**src/rtl/core/msfn_pkg.sv**
```systemverilog
// Shared types and constants for the moisture sample filter and normalizer.
`timescale 1ns / 1ps
`default_nettype none

package msfn_pkg;

    localparam logic [3:0] MIN_GOOD_READS  = 4'd3;
    localparam logic [3:0] READS_PER_BURST = 4'd8;
    localparam logic [3:0] FAULT_LIMIT     = 4'd10;

    localparam logic [16:0] Q_ONE = 17'd65536;

    localparam int DIV_STEPS = 16;
    localparam int DIV_CNT_W = $clog2(DIV_STEPS);

    localparam logic [1:0] REG_SENSOR_PRESENT = 2'd0;
    localparam logic [1:0] REG_DRY_LEVEL      = 2'd1;
    localparam logic [1:0] REG_WET_LEVEL      = 2'd2;

    typedef enum logic [2:0] {
        ST_IDLE,
        ST_EVAL,
        ST_PREP,
        ST_DIV,
        ST_DONE
    } state_t;

    typedef struct packed {
        logic capture;
        logic update;
        logic prep;
        logic div_step;
        logic div_last;
        logic load_out;
    } cmd_t;

    typedef struct packed {
        logic need_norm;
        logic direct;
    } status_t;

endpackage

`default_nettype wire

```
**src/rtl/core/moisture_sample_filter_normalizer.sv**
```systemverilog
// Top level of the moisture sample filter and normalizer with its APB register port.
//
//   channel   dir  handshake                   payload
//   sample    in   sample_valid/sample_stall   valid_count stable selected_reading latest_raw
//   result    out  result_valid/result_stall   raw_level filtered_level moisture fault error_run
//   config    in   APB psel/penable/pready     paddr pwdata prdata
//
// A good sample that needs the divider holds the core through accept, state update, range
// setup, 16 restoring divider steps and result load; the result is valid once it loads.
// A good sample whose moisture clamps skips the divider steps; other samples skip range setup too.
// One item is in work at a time; it waits to load the result only while the last one stalls.
// rst_n clears all sample state and sets the calibration registers to their defaults.
`timescale 1ns / 1ps
`default_nettype none

module moisture_sample_filter_normalizer (
    input  wire logic        clk,
    input  wire logic        rst_n,
    input  wire logic        psel,
    input  wire logic        penable,
    input  wire logic        pwrite,
    input  wire logic [3:0]  paddr,
    input  wire logic [31:0] pwdata,
    output logic [31:0]      prdata,
    output logic             pready,
    input  wire logic        sample_valid,
    output logic             sample_stall,
    input  wire logic [3:0]  valid_count,
    input  wire logic        stable,
    input  wire logic [15:0] selected_reading,
    input  wire logic [15:0] latest_raw,
    output logic             result_valid,
    input  wire logic        result_stall,
    output logic [15:0]      raw_level,
    output logic [15:0]      filtered_level,
    output logic [16:0]      moisture,
    output logic             fault,
    output logic [3:0]       error_run
);

    logic        sensor_reg;
    logic [15:0] dry_reg;
    logic [15:0] wet_reg;
    logic        wr_en;

    msfn_pkg::cmd_t    cmd;
    msfn_pkg::status_t status;

    assign pready = 1'b1;
    assign wr_en  = psel && penable && pwrite;

    always_ff @(posedge clk or negedge rst_n)
    begin
        if (!rst_n)
        begin
            sensor_reg <= 1'b0;
            dry_reg    <= 16'd0;
            wet_reg    <= 16'hFFFF;
        end
        else if (wr_en)
        begin
            unique case (paddr[3:2])
                msfn_pkg::REG_SENSOR_PRESENT: sensor_reg <= pwdata[0];
                msfn_pkg::REG_DRY_LEVEL:      dry_reg    <= pwdata[15:0];
                msfn_pkg::REG_WET_LEVEL:      wet_reg    <= pwdata[15:0];
                default:                      ;
            endcase
        end
    end

    always_comb
    begin
        unique case (paddr[3:2])
            msfn_pkg::REG_SENSOR_PRESENT: prdata = {31'd0, sensor_reg};
            msfn_pkg::REG_DRY_LEVEL:      prdata = {16'd0, dry_reg};
            msfn_pkg::REG_WET_LEVEL:      prdata = {16'd0, wet_reg};
            default:                      prdata = 32'd0;
        endcase
    end

    msfn_ctrl u_ctrl (
        .clk          (clk),
        .rst_n        (rst_n),
        .sample_valid (sample_valid),
        .sample_stall (sample_stall),
        .result_valid (result_valid),
        .result_stall (result_stall),
        .status       (status),
        .cmd          (cmd)
    );

    msfn_dp u_dp (
        .clk              (clk),
        .rst_n            (rst_n),
        .cmd              (cmd),
        .status           (status),
        .sensor_present   (sensor_reg),
        .dry_level        (dry_reg),
        .wet_level        (wet_reg),
        .valid_count      (valid_count),
        .stable           (stable),
        .selected_reading (selected_reading),
        .latest_raw       (latest_raw),
        .raw_level        (raw_level),
        .filtered_level   (filtered_level),
        .moisture         (moisture),
        .fault            (fault),
        .error_run        (error_run)
    );

`ifndef SYNTHESIS
    a_fault_at_limit: assert property (@(posedge clk) disable iff (!rst_n)
        result_valid && fault |-> error_run == msfn_pkg::FAULT_LIMIT)
        else $error("fault reported below the error limit");

    a_moisture_range: assert property (@(posedge clk) disable iff (!rst_n)
        result_valid |-> moisture <= msfn_pkg::Q_ONE)
        else $error("moisture above full scale");

    a_busy_after_accept: assert property (@(posedge clk) disable iff (!rst_n)
        sample_valid && !sample_stall |=> sample_stall)
        else $error("second item taken while one is in work");
`endif

endmodule

`default_nettype wire

```
**src/rtl/core/msfn_ctrl.sv**
```systemverilog
// Sequencing state machine for the moisture sample filter and normalizer.
`timescale 1ns / 1ps
`default_nettype none

module msfn_ctrl (
    input  wire logic             clk,
    input  wire logic             rst_n,
    input  wire logic             sample_valid,
    output logic                  sample_stall,
    output logic                  result_valid,
    input  wire logic             result_stall,
    input  wire msfn_pkg::status_t status,
    output msfn_pkg::cmd_t        cmd
);

    msfn_pkg::state_t state_reg, state_next;
    logic [msfn_pkg::DIV_CNT_W-1:0] cnt_reg, cnt_next;
    logic result_valid_reg, result_valid_next;

    always_ff @(posedge clk or negedge rst_n)
    begin
        if (!rst_n)
        begin
            state_reg        <= msfn_pkg::ST_IDLE;
            cnt_reg          <= '0;
            result_valid_reg <= 1'b0;
        end
        else
        begin
            state_reg        <= state_next;
            cnt_reg          <= cnt_next;
            result_valid_reg <= result_valid_next;
        end
    end

    always_comb
    begin
        state_next        = state_reg;
        cnt_next          = cnt_reg;
        result_valid_next = result_valid_reg;
        cmd               = '0;
        if (result_valid_reg && !result_stall)
            result_valid_next = 1'b0;
        unique case (state_reg)
            msfn_pkg::ST_IDLE:
            begin
                if (sample_valid)
                begin
                    cmd.capture = 1'b1;
                    state_next  = msfn_pkg::ST_EVAL;
                end
            end
            msfn_pkg::ST_EVAL:
            begin
                cmd.update = 1'b1;
                state_next = status.need_norm ? msfn_pkg::ST_PREP : msfn_pkg::ST_DONE;
            end
            msfn_pkg::ST_PREP:
            begin
                cmd.prep = 1'b1;
                cnt_next = '0;
                state_next = status.direct ? msfn_pkg::ST_DONE : msfn_pkg::ST_DIV;
            end
            msfn_pkg::ST_DIV:
            begin
                cmd.div_step = 1'b1;
                cnt_next     = cnt_reg + 1'b1;
                if (cnt_reg == msfn_pkg::DIV_CNT_W'(msfn_pkg::DIV_STEPS - 1))
                begin
                    cmd.div_last = 1'b1;
                    state_next   = msfn_pkg::ST_DONE;
                end
            end
            msfn_pkg::ST_DONE:
            begin
                if (!result_valid_reg || !result_stall)
                begin
                    cmd.load_out      = 1'b1;
                    result_valid_next = 1'b1;
                    state_next        = msfn_pkg::ST_IDLE;
                end
            end
            default:
            begin
                state_next = msfn_pkg::ST_IDLE;
            end
        endcase
    end

    assign sample_stall = (state_reg != msfn_pkg::ST_IDLE);
    assign result_valid = result_valid_reg;

endmodule

`default_nettype wire

```
**src/rtl/core/msfn_dp.sv**
```systemverilog
// Datapath: sample state, IIR filter, restoring divider and result register.
`timescale 1ns / 1ps
`default_nettype none

module msfn_dp (
    input  wire logic             clk,
    input  wire logic             rst_n,
    input  wire msfn_pkg::cmd_t   cmd,
    output msfn_pkg::status_t     status,
    input  wire logic             sensor_present,
    input  wire logic [15:0]      dry_level,
    input  wire logic [15:0]      wet_level,
    input  wire logic [3:0]       valid_count,
    input  wire logic             stable,
    input  wire logic [15:0]      selected_reading,
    input  wire logic [15:0]      latest_raw,
    output logic [15:0]           raw_level,
    output logic [15:0]           filtered_level,
    output logic [16:0]           moisture,
    output logic                  fault,
    output logic [3:0]            error_run
);

    // captured item
    logic [3:0]  count_reg;
    logic        stable_reg;
    logic [15:0] sel_reg;
    logic [15:0] latest_reg;

    // sample state
    logic [15:0] filter_reg, filter_next;
    logic        loaded_reg, loaded_next;
    logic [3:0]  bad_reg, bad_next;
    logic [16:0] moist_reg, moist_next;
    logic        fault_reg, fault_next;
    logic [15:0] last_reg, last_next;

    // divider
    logic [15:0] range_reg, range_next;
    logic [15:0] rem_reg, rem_next;
    logic [15:0] quo_reg, quo_next;

    // result
    logic [15:0] raw_out_reg;
    logic [15:0] filt_out_reg;
    logic [16:0] moist_out_reg;
    logic        fault_out_reg;
    logic [3:0]  err_out_reg;

    logic [3:0]  count_eff;
    logic        few;
    logic [3:0]  bad_inc;
    logic [17:0] avg_sum;
    logic [16:0] diff;
    logic [16:0] rem_sh;

    assign count_eff = (count_reg > msfn_pkg::READS_PER_BURST) ?
                       msfn_pkg::READS_PER_BURST : count_reg;
    assign few       = (count_eff < msfn_pkg::MIN_GOOD_READS);
    assign bad_inc   = (bad_reg < msfn_pkg::FAULT_LIMIT) ? bad_reg + 4'd1 : bad_reg;
    assign avg_sum   = {2'b00, filter_reg} + {1'b0, filter_reg, 1'b0} + {2'b00, sel_reg};
    assign range_next = (wet_level > dry_level) ? (wet_level - dry_level) : 16'd1;
    assign diff      = {1'b0, filter_reg} - {1'b0, dry_level};
    assign rem_sh    = {rem_reg, 1'b0};

    assign status.need_norm = sensor_present && !few && stable_reg;
    assign status.direct    = (filter_reg <= dry_level) || (diff >= {1'b0, range_next});

    always_comb
    begin
        filter_next = filter_reg;
        loaded_next = loaded_reg;
        bad_next    = bad_reg;
        moist_next  = moist_reg;
        fault_next  = fault_reg;
        last_next   = last_reg;
        rem_next    = rem_reg;
        quo_next    = quo_reg;
        if (cmd.update)
        begin
            if (!sensor_present)
            begin
                filter_next = '0;
                loaded_next = 1'b0;
                bad_next    = '0;
                moist_next  = '0;
                fault_next  = 1'b0;
                last_next   = '0;
            end
            else if (few)
            begin
                last_next  = latest_reg;
                bad_next   = bad_inc;
                fault_next = (bad_inc >= msfn_pkg::FAULT_LIMIT);
                if (!loaded_reg)
                    moist_next = '0;
            end
            else if (!stable_reg)
            begin
                last_next  = sel_reg;
                bad_next   = bad_inc;
                fault_next = !loaded_reg && (bad_inc >= msfn_pkg::FAULT_LIMIT);
            end
            else
            begin
                last_next   = sel_reg;
                bad_next    = '0;
                fault_next  = 1'b0;
                loaded_next = 1'b1;
                filter_next = loaded_reg ? avg_sum[17:2] : sel_reg;
            end
        end
        if (cmd.prep)
        begin
            rem_next = diff[15:0];
            quo_next = '0;
            if (filter_reg <= dry_level)
                moist_next = '0;
            else if (diff >= {1'b0, range_next})
                moist_next = msfn_pkg::Q_ONE;
        end
        if (cmd.div_step)
        begin
            if (rem_sh >= {1'b0, range_reg})
            begin
                rem_next = 16'(rem_sh - {1'b0, range_reg});
                quo_next = {quo_reg[14:0], 1'b1};
            end
            else
            begin
                rem_next = rem_sh[15:0];
                quo_next = {quo_reg[14:0], 1'b0};
            end
            if (cmd.div_last)
                moist_next = {1'b0, quo_next};
        end
    end

    always_ff @(posedge clk or negedge rst_n)
    begin
        if (!rst_n)
        begin
            filter_reg <= '0;
            loaded_reg <= 1'b0;
            bad_reg    <= '0;
            moist_reg  <= '0;
            fault_reg  <= 1'b0;
            last_reg   <= '0;
        end
        else
        begin
            filter_reg <= filter_next;
            loaded_reg <= loaded_next;
            bad_reg    <= bad_next;
            moist_reg  <= moist_next;
            fault_reg  <= fault_next;
            last_reg   <= last_next;
        end
    end

    always_ff @(posedge clk)
    begin
        if (cmd.capture)
        begin
            count_reg  <= valid_count;
            stable_reg <= stable;
            sel_reg    <= selected_reading;
            latest_reg <= latest_raw;
        end
        if (cmd.prep)
            range_reg <= range_next;
        rem_reg <= rem_next;
        quo_reg <= quo_next;
        if (cmd.load_out)
        begin
            raw_out_reg   <= last_reg;
            filt_out_reg  <= filter_reg;
            moist_out_reg <= moist_reg;
            fault_out_reg <= fault_reg;
            err_out_reg   <= bad_reg;
        end
    end

    assign raw_level      = raw_out_reg;
    assign filtered_level = filt_out_reg;
    assign moisture       = moist_out_reg;
    assign fault          = fault_out_reg;
    assign error_run      = err_out_reg;

endmodule

`default_nettype wire
```
**config.mk**
```make
export PLATFORM = sky130hd
export DESIGN_NAME = moisture_sample_filter_normalizer
export DESIGN_NICKNAME = d
export VERILOG_FILES = /design/src/rtl/core/msfn_pkg.sv /design/src/rtl/core/moisture_sample_filter_normalizer.sv /design/src/rtl/core/msfn_ctrl.sv /design/src/rtl/core/msfn_dp.sv
export SDC_FILE = /design/constraint.sdc
export NUM_CORES = 1
export LEC_CHECK = 0
export BUFFER_PORTS_ARGS = -buffer_cell sky130_fd_sc_hd__buf_2
export CAP_MARGIN = 10
export CORE_MARGIN = 5
export CORE_UTILIZATION = 60
export DETAILED_ROUTE_END_ITERATION = 7
export HOLD_SLACK_MARGIN = 0.08
export PLACE_DENSITY_LB_ADDON = 0.05
export REMOVE_ABC_BUFFERS = 1
export SETUP_SLACK_MARGIN = 0.05
export SKIP_LAST_GASP = 1
export SYNTH_ARGS = -nofsm -noshare
export SYNTH_HDL_FRONTEND = slang
export SYNTH_SLANG_ARGS = --single-unit
```
**constraint.sdc**
```tcl
create_clock -name clk -period 6.7 [get_ports clk]
set_clock_uncertainty 0.05 [all_clocks]
set_input_delay 1.005 -clock clk [delete_from_list [all_inputs] [get_ports clk]]
set_output_delay 1.005 -clock clk [all_outputs]
set_load 0.02 [all_outputs]
```
-- After elaboration in Yosys (flattened, before gate mapping)
Cells that the tools add are included.
- add/subtract/negate cells: 7
- $lt $le $gt $ge: 8
- equality and inequality tests: 12
- muxes and demuxes: 52
- reduce and logical (&&, ||, !) cells: 22
- operator list (cell ; count):
    16-bit 2-to-1 mux ; 10
    17-bit 2-to-1 mux ; 9
    16-bit case mux with 3 select lines ; 1
    17-bit by 16-bit >= comparator with 1-bit output ; 2
    16-bit subtractor ; 2
    15-bit 2-to-1 mux ; 2
    4-bit 2-to-1 mux ; 5
    16-bit by 17-bit adder with 18-bit output ; 1
    18-bit by 16-bit adder with 18-bit output ; 1
    1-bit 2-to-1 mux ; 17
    16-bit by 16-bit subtractor with 17-bit output ; 1
    16-bit > comparator ; 1
    16-bit <= comparator ; 1
    3-bit 2-to-1 mux ; 5
    3-bit case mux with 5 select lines ; 1
    4-bit by 1-bit adder with 4-bit output (second input constant) ; 2
    4-bit case mux with 2 select lines ; 1
    3-bit by 2-bit equality test with 1-bit output (second input constant) ; 2
    1-bit logical AND ; 6
    2-bit by 1-bit != test with 1-bit output (second input constant) ; 3
    2-bit AND reduction ; 3
    3-bit AND reduction ; 2
    4-bit equality test (second input constant) ; 1
    4-bit >= comparator (second input constant) ; 1
    15 further kinds ; 21
- bits in registers: 234
- bits of input ports: 80
- output and inout bits: 89
- logic and storage cells: 125

-- Logic depth before layout (Yosys ltp)
Gate-level depths: netlist of run 1.
- depth in word-level cells: 11
- depth in mapped cells: 20
- depth with buffers taken out: 18

-- Cells and area by module
Synthesis of run 1 repeated with hierarchy kept, for this count alone.
- cells, all modules: 1124
- area, all modules: 12881.1 µm²
- by module, submodules not included (module ; times used ; cells an instance ; area each (µm²) ; seq. area each (µm²)):
    msfn_dp ; 1 ; 962 ; 10826.6 ; 5520.3
    moisture_sample_filter_normalizer ; 1 ; 114 ; 1610.3 ; 845.8
    msfn_ctrl ; 1 ; 48 ; 444.2 ; 200.2

-- Worst setup path before layout of run 1
OpenSTA, ideal clock, no wires.
- path kind: register -> register
- start: register wet_reg[0]
- end: register u_dp.moist_reg[0]
- setup time: 0.129 ns
- data arrival time: 4.134 ns
- required time: 6.521 ns
- slack: 2.387 ns
- stages on the path, launching flop included: 19
- buffers on the path: 2
- clock period less this slack: 4.313 ns
- cells stage by stage: dfstp_2 -> inv_1 -> ha_1 -> fa_1 -> nor2b_1 -> o21ai_0 -> a21oi_1 -> o21ai_1 -> a21o_1 -> a21oi_2 -> clkbuf_1 -> nand2_1 -> ha_1 -> nand2_1 -> or4_2 -> a31o_2 -> a31oi_4 -> buf_12 -> o32ai_2
- cells in the longest elaborated chain, start to end: 8
- elaborated cells between the ends (all ways): 9
- classes of those cells: add/sub: 1; order compare: 2; mux: 6
- RTL lines (element ; RTL line ; text):
    from (decl) ; moisture_sample_filter_normalizer.sv:43 ; logic [15:0] wet_reg;
    from (signal assigned) ; moisture_sample_filter_normalizer.sv:65 ; msfn_pkg::REG_WET_LEVEL: wet_reg <= pwdata[15:0];
    16-bit subtractor / 16-bit > comparator (equally long branches) ; msfn_dp.sv:62 ; assign range_next = (wet_level > dry_level) ? (wet_level - dry_level) : 16'd1;
    16-bit 2-to-1 mux * ; msfn_dp.sv:62 ;
    17-bit by 16-bit >= comparator with 1-bit output * ; msfn_dp.sv:119 ; else if (diff >= {1'b0, range_next})
    17-bit 2-to-1 mux * ; msfn_dp.sv:119 ;
    17-bit 2-to-1 mux * ; msfn_dp.sv:117 ; if (filter_reg <= dry_level)
    17-bit 2-to-1 mux * ; msfn_dp.sv:113 ; if (cmd.prep)
    17-bit 2-to-1 mux ; msfn_dp.sv:134 ; if (cmd.div_last)
    17-bit 2-to-1 mux * ; msfn_dp.sv:122 ; if (cmd.div_step)
    net u_dp.moist_next[0] ; msfn_dp.sv:34 ; logic [16:0] moist_reg, moist_next;
    to (signal assigned) ; msfn_dp.sv:155 ; moist_reg <= moist_next;
    to (decl) ; msfn_dp.sv:34 ;
The timed path passes the listed nets; every way through them passes the cells marked *.
A chain may end at the register's enable or synchronous reset.

-- Final worst setup path of run 1
- start: register wet_reg[0]
- end: register u_dp.moist_reg[5]
The elaborated chain is that of the path after synthesis.

==> flow_metrics.py, run 1 <==
metrics = {
    "die": {
        "fp.coreArea_um2": 21100,
        "initial_core_util_pct": 61.1,
        "dieArea_um2": 24500,
        "fp-row-count": 53,
        "die_y_um": 157,
        "die_width_um": 157,
        "design.portCount": 169,
    },
    "clock_tree": {
        "clock-sinks": 234,
        "cts_max_path_buffers": 3,
        "postCtsSetupBuffers": 0,
        "cts_hold_buf": 0,
        "path_clk_slew_ns": 0.06,
        "cts_made_buffers": 25,
        "clock_latency_ns": 0.51,
        "ctsResizeCount": 0,
        "cts_tree": "done",
        "h-tree-depth": 1,
        "clock-root-buffer": "clkbuf_16",
    },
    "synth": {
        "syn_area_um2": 12900,
        "synth-async-reset-ratio_pct": 41.0,
        "ys_ff_latch": 234,
        "synth_edf_count": 138,
        "synth.avg_cell_area_um2": 11.2,
        "ys_warn_count": 0,
        "synth.distinct_cells": 83,
        "ys_seq_area_share_pct": 51.0,
        "synth_flop_cell": "edfxtp_1",
        "synthTopCellsByArea": "edfxtp_1, dfrtp_1, ha_1",
        "yosysTopAreaCellShare_pct": 32.2,
        "postSynthCellCount": 1152,
        "synth_top_area_cell": "edfxtp_1",
    },
    "power": {
        "power_density_nw_per_um2": 465,
        "p_total_mw": 6.77,
        "ir_worst_vdd_uv": 314,
        "p_leak_nw": 6.40,
    },
    "hold_path": {
        "holdCritPathClass": "in -> async",
    },
    "grt": {
        "grt_pass1_wl_um": 45700,
        "antenna_found_initial": 0,
        "grt_max_degree": 69,
        "track_usage_pct": 23.1,
        "grt_pass1_vias": 8861,
        "grt_overflow_total": 0,
    },
    "sta": {
        "tns_ns": 0,
        "hold_viol_final": 0,
        "rsz0062_at_grt": "no",
        "post-route-min-period_ns": 5.27,
        "tightest_slew_ns": 1.07,
        "max_slew_margin_pct": 28.7,
        "setup_viol": 0,
        "max_freq_mhz": 190,
        "maxSlewViolCount": 0,
        "fin_crit_sh_pct": 78.7,
    },
    "placement": {
        "port_buffers": 133,
        "place_congestion": 0.898,
        "dpl.hpwl_um": 20700,
    },
    "setup_path": {
        "cpPeakStageDelay_ns": 0.70,
        "critPathBufInv": 1,
        "rr_worst_depth": 16,
        "crit_slowest_cell": "a21oi_2",
        "cp_data_required_time_ns": 7.00,
        "critical_path_class": "reg -> reg",
        "cp_top_family": "compound AO/OA/AOI/OAI gates",
        "path_depth": 16,
        "crit_path_end_kind": "register",
        "path_cells": "inv_1 > ha_1 > fa_1 > nor2b_1 > o21ai_0 > a21oi_1 > o21ai_1 > a21o_1 > a21oi_2 > nand2_1 > ha_1 > nand2_1 > or4_2 > a31o_2 > a31oi_4 > o21ai_0",
        "crit_path_start_kind": "register",
        "worstPathArrival_ns": 5.57,
        "worstPathMaxFanout": 27,
        "rrSetupSlack_ns": 1.43,
    },
    "final_layout": {
        "final_nets": 1469,
        "area_growth_pct": 13.1,
        "layout_commonest_cell": "nand2_1",
        "layout_common_cells": "nand2_1, edfxtp_1, buf_2",
        "drive_above_1_share_pct": 18.8,
        "antenna_cells": 0,
    },
    "run_status": {
        "status": "completed",
    },
    "routing": {
        "routed_wl_um": 28600,
        "firstDrtPassIters": 5,
        "wl_per_cell_um": 18.1,
        "drt_iter0_drc": 666,
        "top_layer": "met4",
        "wl_met2_um": 13100,
        "ant_nets": 0,
        "num_vias": 9145,
        "viasPerCell": 5.78,
        "drcViolationCount": 0,
        "routed-wl-met3_um": 1680,
        "drt-met1-wl_um": 13200,
    },
    "job": {
        "drv_cap": 0,
    },
}
## per-stage QoR
| step | area, µm² | worst slack (ns) | cells | utilization, % | hold WS, ns |
|---|---|---|---|---|---|
| after floorplan | 12600 | 2.22 | 1118 | - | 0.375 |
| after global placement | 13800 | 1.60 | 1537 | 65.4 | 0.379 |
| after detailed placement | 13800 | 1.45 | 1537 | 65.4 | 0.379 |
| after CTS | 14600 | 1.40 | 1581 | 69.1 | 0.379 |
| after global routing | 14600 | 1.09 | 1581 | 69.1 | 0.396 |
| final | 14600 | 1.43 | 1581 | 69.1 | 0.365 |
## final timing paths
check	start	to
max	wet_reg[0]$_DFFE_PN1P_	u_dp.moist_reg[5]$_DFF_PN0_
min in group clk	u_dp.moist_reg[11]$_DFF_PN0_	u_dp.moisture[11]$_DFFE_PP_
max reg2reg	wet_reg[0]$_DFFE_PN1P_	u_dp.moist_reg[5]$_DFF_PN0_
max in group asynchronous	rst_n	dry_reg[11]$_DFFE_PN0P_
min	rst_n	u_dp.moist_reg[2]$_DFF_PN0_
min reg2reg	u_dp.moist_reg[11]$_DFF_PN0_	u_dp.moisture[11]$_DFFE_PP_
## layout make-up
type	instances	area, µm²
Sequential cell	234	6570
Fill cell	1609	6510
Multi-Input combinational cell	831	5920
Timing Repair Buffer	144	751
Clock buffer	36	697
Tap cell	275	344
Inverter	53	199
Clock inverter	8	93.8
## cells by family (layout without fill, tap and decap cells)
logic type,count (synthesis),count (layout),share of synthesized area (%)
xor+xnor,45,45,3.06
mux,52,52,4.23
simple gates,323,323,11.9
flops,234,234,51.0
fa+ha+maj,100,100,10.8
buf+inv,102,241,3.83
other cells,2,17,0.0583
compound gates,294,294,15.1
## synthesized netlist by cell type (all sizes together), types with 20 or more instances
library cell  count
nand2           146
edfxtp          138
o21ai           105
ha               81
dfrtp            80
nor2             57
a21oi            52
inv              52
mux2i            32
a21o             25
clkbuf           25
xnor2            25
buf              24
mux2             20
xor2             20
## metal layers
metal  vias to the layer above  GRT usage (%)
li1                       4469              -
met1                      4360           34.3
met2                       273           36.6
met3                        43           3.40
met4                         0           5.33
met5                         -              0
## power breakdown
| group | leakage [nW] | internal, mW | switching [mW] |
|---|---|---|---|
| Clock | 0.383 | 0.797 | 0.536 |
| Combinational | 3.51 | 1.30 | 1.85 |
| Sequential | 2.51 | 1.99 | 0.304 |
| Total | 6.40 | 4.08 | 2.69 |
Note: power is estimated with default switching activity, not from simulation.
==> run 2: changes to the inputs <==
--- a/config.mk
+++ b/config.mk
@@ -8,7 +8,7 @@
 export BUFFER_PORTS_ARGS = -buffer_cell sky130_fd_sc_hd__buf_2
 export CAP_MARGIN = 10
 export CORE_MARGIN = 5
-export CORE_UTILIZATION = 60
+export CORE_UTILIZATION = 59
 export DETAILED_ROUTE_END_ITERATION = 7
 export HOLD_SLACK_MARGIN = 0.08
 export PLACE_DENSITY_LB_ADDON = 0.05
==> constraint.sdc (replaced) <==
create_clock -name clk -period 5.2 [get_ports clk]
set_clock_uncertainty 0.05 [all_clocks]
set_input_delay 0.78 -clock clk [delete_from_list [all_inputs] [get_ports clk]]
set_output_delay 0.78 -clock clk [all_outputs]
set_load 0.02 [all_outputs]
==> run 2 against run 1 <==
Core utilization is 1.7 points lower. Design area is 0.32% higher. Count of clock-buffer cells in the layout is 5 lower. Wire length is 0.55% higher. Hold slack worse by 0.072 ns. Non-clock buffer count is 3 higher. Global-route usage hardly changed. Combinational power is 30% higher. Via count is 0.80% lower. Die area is 1.6% higher. Critical path depth is 1 higher. Critical endpoint unchanged.
==> flow_metrics.py, run 2 (synthesized netlist as in run 1, its figures left out) <==
metrics = {
    "die": {
        "fp.coreArea_um2": 21700,
        "fp-row-count": 54,
        "die_width_um": 158,
        "die_y_um": 158,
        "design.portCount": 169,
        "initial_core_util_pct": 59.4,
        "dieArea_um2": 24900,
    },
    "final_layout": {
        "multi_input_area_um2": 5920,
        "final_nets": 1472,
        "final_area_um2": 14600,
        "layout_commonest_cell": "nand2_1",
        "layout_common_cells": "nand2_1, edfxtp_1, buf_2",
        "nFillCells": 1645,
        "area_growth_pct": 13.5,
        "seqCellArea_um2": 6570,
        "drive_above_1_share_pct": 19.2,
        "final_cells": 1592,
    },
    "routing": {
        "firstDrtPassIters": 5,
        "drt_iter0_drc": 662,
        "drcViolationCount": 0,
        "routed_wl_um": 28700,
        "num_vias": 9072,
        "ant_nets": 0,
        "wl_per_cell_um": 18.1,
        "viasPerCell": 5.70,
    },
    "power": {
        "comb_power_share_pct": 46.7,
        "p_leak_nw": 6.43,
        "power.share.sequential_pct": 33.6,
        "clockPowerShare_pct": 19.6,
        "ir_worst_vdd_uv": 419,
        "internal_power_mw": 5.27,
        "power_density_nw_per_um2": 600,
        "swShare_pct": 40.0,
        "p_sw_mw": 3.51,
    },
    "setup_path": {
        "worstPathArrival_ns": 5.01,
        "r2r_end": "u_dp.moist_reg[5]$_DFF_PN0_",
        "critical_path_class": "reg -> reg",
        "rr_worst_depth": 17,
        "cp_data_required_time_ns": 5.53,
        "rr_startpoint": "wet_reg[0]$_DFFE_PN1P_",
        "crit_path_start_kind": "register",
        "worstPathMaxFanout": 16,
        "rrSetupSlack_ns": 0.52,
        "crit_path_end_kind": "register",
    },
    "sta": {
        "rsz0062_at_grt": "no",
        "maxSlewViolCount": 0,
        "tightest_slew_ns": 1.11,
        "max_slew_margin_pct": 26.1,
        "tns_ns": 0,
        "setup_viol": 0,
        "max_freq_mhz": 214,
        "setup_ws_ns": 0.521,
        "fin_crit_sh_pct": 90.0,
        "post-route-min-period_ns": 4.68,
        "hold_viol_final": 0,
    },
    "placement": {
        "dpl-instance-area_um2": 13800,
        "dp.cells": 1545,
        "place_congestion": 0.912,
        "dpl.hpwl_um": 20900,
        "place_ws_ns": 0.514,
        "port_buffers": 133,
    },
    "hold_path": {
        "holdCritPathClass": "in -> async",
    },
    "clock_tree": {
        "clock-root-buffer": "clkbuf_16",
        "path_clk_slew_ns": 0.06,
        "cts_hold_buf": 0,
        "clock_latency_ns": 0.51,
        "h-tree-depth": 1,
        "cts_tree": "done",
        "cts_made_buffers": 25,
        "ctsResizeCount": 0,
        "cts_max_path_buffers": 3,
        "postCtsSetupBuffers": 0,
        "clock-sinks": 234,
    },
    "grt": {
        "track_usage_pct": 23.2,
        "grt_pass1_wl_um": 46000,
        "grt_pass1_vias": 8760,
        "grt_overflow_total": 0,
        "antenna_found_initial": 1,
        "grt_max_degree": 58,
    },
    "run_status": {
        "status": "completed",
    },
    "job": {
        "drv_cap": 0,
    },
}
## run 2: cell count changes in the layout (fill, tap and decap cells not counted), sizes merged
cell / previous run / this run
diode: 0 / 1
buf: 144 / 147
inv: 52 / 55
clkinvlp: 1 / 0
clkinv: 6 / 11
clkbuf: 36 / 31
## run 2: critical path, cell delays in order (launching register included)
cell and delay (ns):
dfstp_2 0.53, inv_1 0.06, ha_1 0.21, fa_1 0.41
nor2b_1 0.19, o21ai_0 0.14, a21oi_1 0.17, o21ai_1 0.13
a21o_1 0.23, a21oi_2 0.43, nand2_1 0.11, ha_1 0.32
nand2_1 0.07, or4_2 0.66, a31o_2 0.30, a31oi_4 0.13
buf_4 0.27, o21ai_0 0.13
## run 2: metal layers
metal | vias up | share of wire, % | track usage [%]
li1 | 4471 | - | -
met1 | 4319 | 47 | 34.4
met2 | 238 | 46 | 36.3
met3 | 42 | 5.2 | 3.47
met4 | 2 | 2.3 | 5.69
met5 | - | 0.045 | 0
## run 2: cell type report
| cell class | count | share of cell area, % |
|---|---|---|
| inverters | 53 | 1.36 |
| repair buffers | 147 | 5.29 |
| flip-flops and latches | 234 | 44.9 |
| clock inverters | 15 | 0.941 |
| well taps | 280 | 2.40 |
| multi-input cells | 831 | 40.5 |
| clock buffers | 31 | 4.57 |
| diodes | 1 | 0.0171 |
## run 2: worst max path at each step
stage / start / to / slack (ns) / depth (start not counted)
floorplan: wet_reg[0]$_DFFE_PN1P_ / u_dp.moist_reg[1]$_DFF_PN0_ / 0.72 / 16
global placement: wet_reg[0]$_DFFE_PN1P_ / u_dp.moist_reg[1]$_DFF_PN0_ / 0.58 / 17
detailed placement: wet_reg[0]$_DFFE_PN1P_ / u_dp.moist_reg[6]$_DFF_PN0_ / 0.51 / 17
CTS: wet_reg[0]$_DFFE_PN1P_ / u_dp.moist_reg[6]$_DFF_PN0_ / 0.51 / 17
global route: wet_reg[0]$_DFFE_PN1P_ / u_dp.moist_reg[4]$_DFF_PN0_ / 0.20 / 17
finish: wet_reg[0]$_DFFE_PN1P_ / u_dp.moist_reg[5]$_DFF_PN0_ / 0.52 / 17
## run 2: metrics by stage
stage	util, %	total power, mW	hold slack [ns]
floorplan	-	5.92	0.375
global placement	63.7	6.91	0.379
detailed placement	63.7	7.02	0.382
CTS	67.4	8.79	0.321
global route	67.4	9.48	0.350
finish	67.4	8.77	0.293
## run 2: power groups by stage
stage	sequential [mW]	clock, mW	combinational, mW
after floorplan	2.99	0	2.93
after global placement	2.97	0	3.94
after detailed placement	2.98	0	4.04
after CTS	2.96	1.76	4.08
after global routing	3.01	1.85	4.62
final	2.95	1.72	4.10
==> run 3: changes to the inputs <==
--- a/config.mk
+++ b/config.mk
@@ -8,7 +8,7 @@
 export BUFFER_PORTS_ARGS = -buffer_cell sky130_fd_sc_hd__buf_2
 export CAP_MARGIN = 10
 export CORE_MARGIN = 5
-export CORE_UTILIZATION = 59
+export CORE_UTILIZATION = 35
 export DETAILED_ROUTE_END_ITERATION = 7
 export HOLD_SLACK_MARGIN = 0.08
 export PLACE_DENSITY_LB_ADDON = 0.05
==> run 3 against run 2 <==
Final cell count is 12% higher. Count of clock-buffer cells in the layout rose by 1. Sequential cell count is the same. Sequential power hardly changed. Hold slack got worse by 0.072 ns. Core utilization fell by 26 points. Register-to-register slack about the same. Setup slack improved by 0.013 ns. Critical path depth stayed put. Clock power increased by 12%. Maximum frequency grew 0.27%. Design area rose by 2.4%. Highest routed layer is now met4.
==> flow_metrics.py, run 3 (synthesized netlist as in run 1, its figures left out) <==
metrics = {
    "run_status": {
        "status": "completed",
    },
    "clock_tree": {
        "cts_tree": "done",
        "cts_max_path_buffers": 3,
        "cts_made_buffers": 28,
        "cts_hold_buf": 0,
        "clock-root-buffer": "clkbuf_16",
        "h-tree-depth": 1,
        "ctsResizeCount": 0,
        "clock-sinks": 234,
        "clock_latency_ns": 0.57,
        "postCtsSetupBuffers": 0,
        "path_clk_slew_ns": 0.05,
    },
    "setup_path": {
        "worstPathArrival_ns": 5.04,
        "crit_path_start_kind": "register",
        "cp_data_required_time_ns": 5.58,
        "rr_startpoint": "wet_reg[0]$_DFFE_PN1P_",
        "r2r_end": "u_dp.moist_reg[2]$_DFF_PN0_",
        "crit_path_end_kind": "register",
        "rr_worst_depth": 17,
        "critical_path_class": "reg -> reg",
        "rrSetupSlack_ns": 0.53,
        "worstPathMaxFanout": 16,
    },
    "die": {
        "fp-row-count": 70,
        "die_width_um": 202,
        "die_y_um": 202,
        "initial_core_util_pct": 35.3,
        "fp.coreArea_um2": 36500,
        "design.portCount": 169,
        "dieArea_um2": 40800,
    },
    "power": {
        "ir_worst_vdd_uv": 283,
        "power_density_nw_per_um2": 601,
        "p_leak_nw": 6.47,
        "p_total_mw": 9.00,
    },
    "final_layout": {
        "drive_above_1_share_pct": 19.4,
        "layout_common_cells": "nand2_1, edfxtp_1, buf_2",
        "layout_commonest_cell": "nand2_1",
        "seqCellArea_um2": 6570,
        "antenna_cells": 0,
        "nFillCells": 3561,
        "final_area_um2": 15000,
        "final_nets": 1475,
        "multi_input_area_um2": 5930,
        "area_growth_pct": 16.2,
        "fin_util_pct": 41.0,
    },
    "placement": {
        "dpl-instance-area_um2": 14100,
        "port_buffers": 133,
        "place_congestion": 0.832,
        "dpl.hpwl_um": 23700,
    },
    "sta": {
        "maxSlewViolCount": 0,
        "setup_viol": 0,
        "post-route-min-period_ns": 4.67,
        "rsz0062_at_grt": "no",
        "tns_ns": 0,
        "max_freq_mhz": 214,
        "hold_viol_final": 0,
        "fin_crit_sh_pct": 89.7,
        "timing.hold.ws_ns": 0.221,
        "max_slew_margin_pct": 25.4,
        "tightest_slew_ns": 1.12,
    },
    "grt": {
        "grt_pass1_wl_um": 51000,
        "grt_max_degree": 55,
        "grt_overflow_total": 0,
        "grt_pass1_vias": 9058,
        "track_usage_pct": 15.4,
        "antenna_found_initial": 0,
    },
    "routing": {
        "ant_nets": 0,
        "drt_iter0_drc": 509,
        "routed_wl_um": 32000,
        "drcViolationCount": 0,
        "num_vias": 8947,
        "viasPerCell": 5.01,
        "wl_per_cell_um": 18.0,
        "firstDrtPassIters": 5,
    },
    "job": {
        "drv_cap": 0,
    },
    "hold_path": {
        "holdCritPathClass": "in -> async",
    },
}
[run 3: changes by cell type in the layout (fill, tap and decap cells not counted), moves of 2 or more]
cell,change
clkbuf_8,-2
clkinv_1,+3
clkbuf_16,+4
inv_6,-2
clkinvlp_4,+3
[run 3: worst max-delay path by stage]
stage | start | to | slack, ns | cells after the start
2_1_floorplan | wet_reg[0]$_DFFE_PN1P_ | u_dp.moist_reg[1]$_DFF_PN0_ | 0.72 | 16
3_3_place_gp | wet_reg[0]$_DFFE_PN1P_ | u_dp.moist_reg[1]$_DFF_PN0_ | 0.50 | 17
3_5_place_dp | wet_reg[0]$_DFFE_PN1P_ | u_dp.moist_reg[4]$_DFF_PN0_ | 0.49 | 17
4_1_cts | wet_reg[0]$_DFFE_PN1P_ | u_dp.moist_reg[1]$_DFF_PN0_ | 0.46 | 17
5_1_grt | wet_reg[0]$_DFFE_PN1P_ | u_dp.moist_reg[1]$_DFF_PN0_ | 0.17 | 17
6_report | wet_reg[0]$_DFFE_PN1P_ | u_dp.moist_reg[2]$_DFF_PN0_ | 0.53 | 17
[run 3: metal layers]
layer	wire, µm	global-route usage (%)	part of all wire [%]
met1	15700	22.4	49
met2	14500	24.5	45
met3	1320	2.57	4.1
met4	552	3.22	1.7
met5	0	0	0
[run 3: cell type report]
class                   count  share of cell area, %
multi-input cells         831                   39.6
clock buffers              32                   4.92
repair buffers            147                   5.16
inverters                  53                   1.33
flip-flops and latches    234                   43.9
well taps                 468                   3.91
clock inverters            20                   1.20
[run 3: worst max-delay path, cell delays in order (launching register included)]
cell	delay, ns
dfstp_2	0.52
inv_1	0.07
ha_1	0.21
fa_1	0.40
nor2b_1	0.20
o21ai_0	0.17
a21oi_1	0.18
o21ai_1	0.14
a21o_1	0.23
a21oi_2	0.37
nand2_1	0.10
ha_1	0.31
nand2_1	0.07
or4_2	0.65
a31o_2	0.30
a31oi_4	0.14
buf_4	0.28
o21ai_0	0.12
[run 3: power breakdown]
group          internal, mW  switching (mW)
clock                  1.12           0.800
combinational          1.68            2.43
sequential             2.57           0.399
[run 3: through the flow]
step | setup WS [ns] | cells
final | 0.534 | 1785
after global routing | 0.170 | 1785
after CTS | 0.456 | 1785
after detailed placement | 0.486 | 1733
after global placement | 0.498 | 1733
after floorplan | 0.722 | 1118
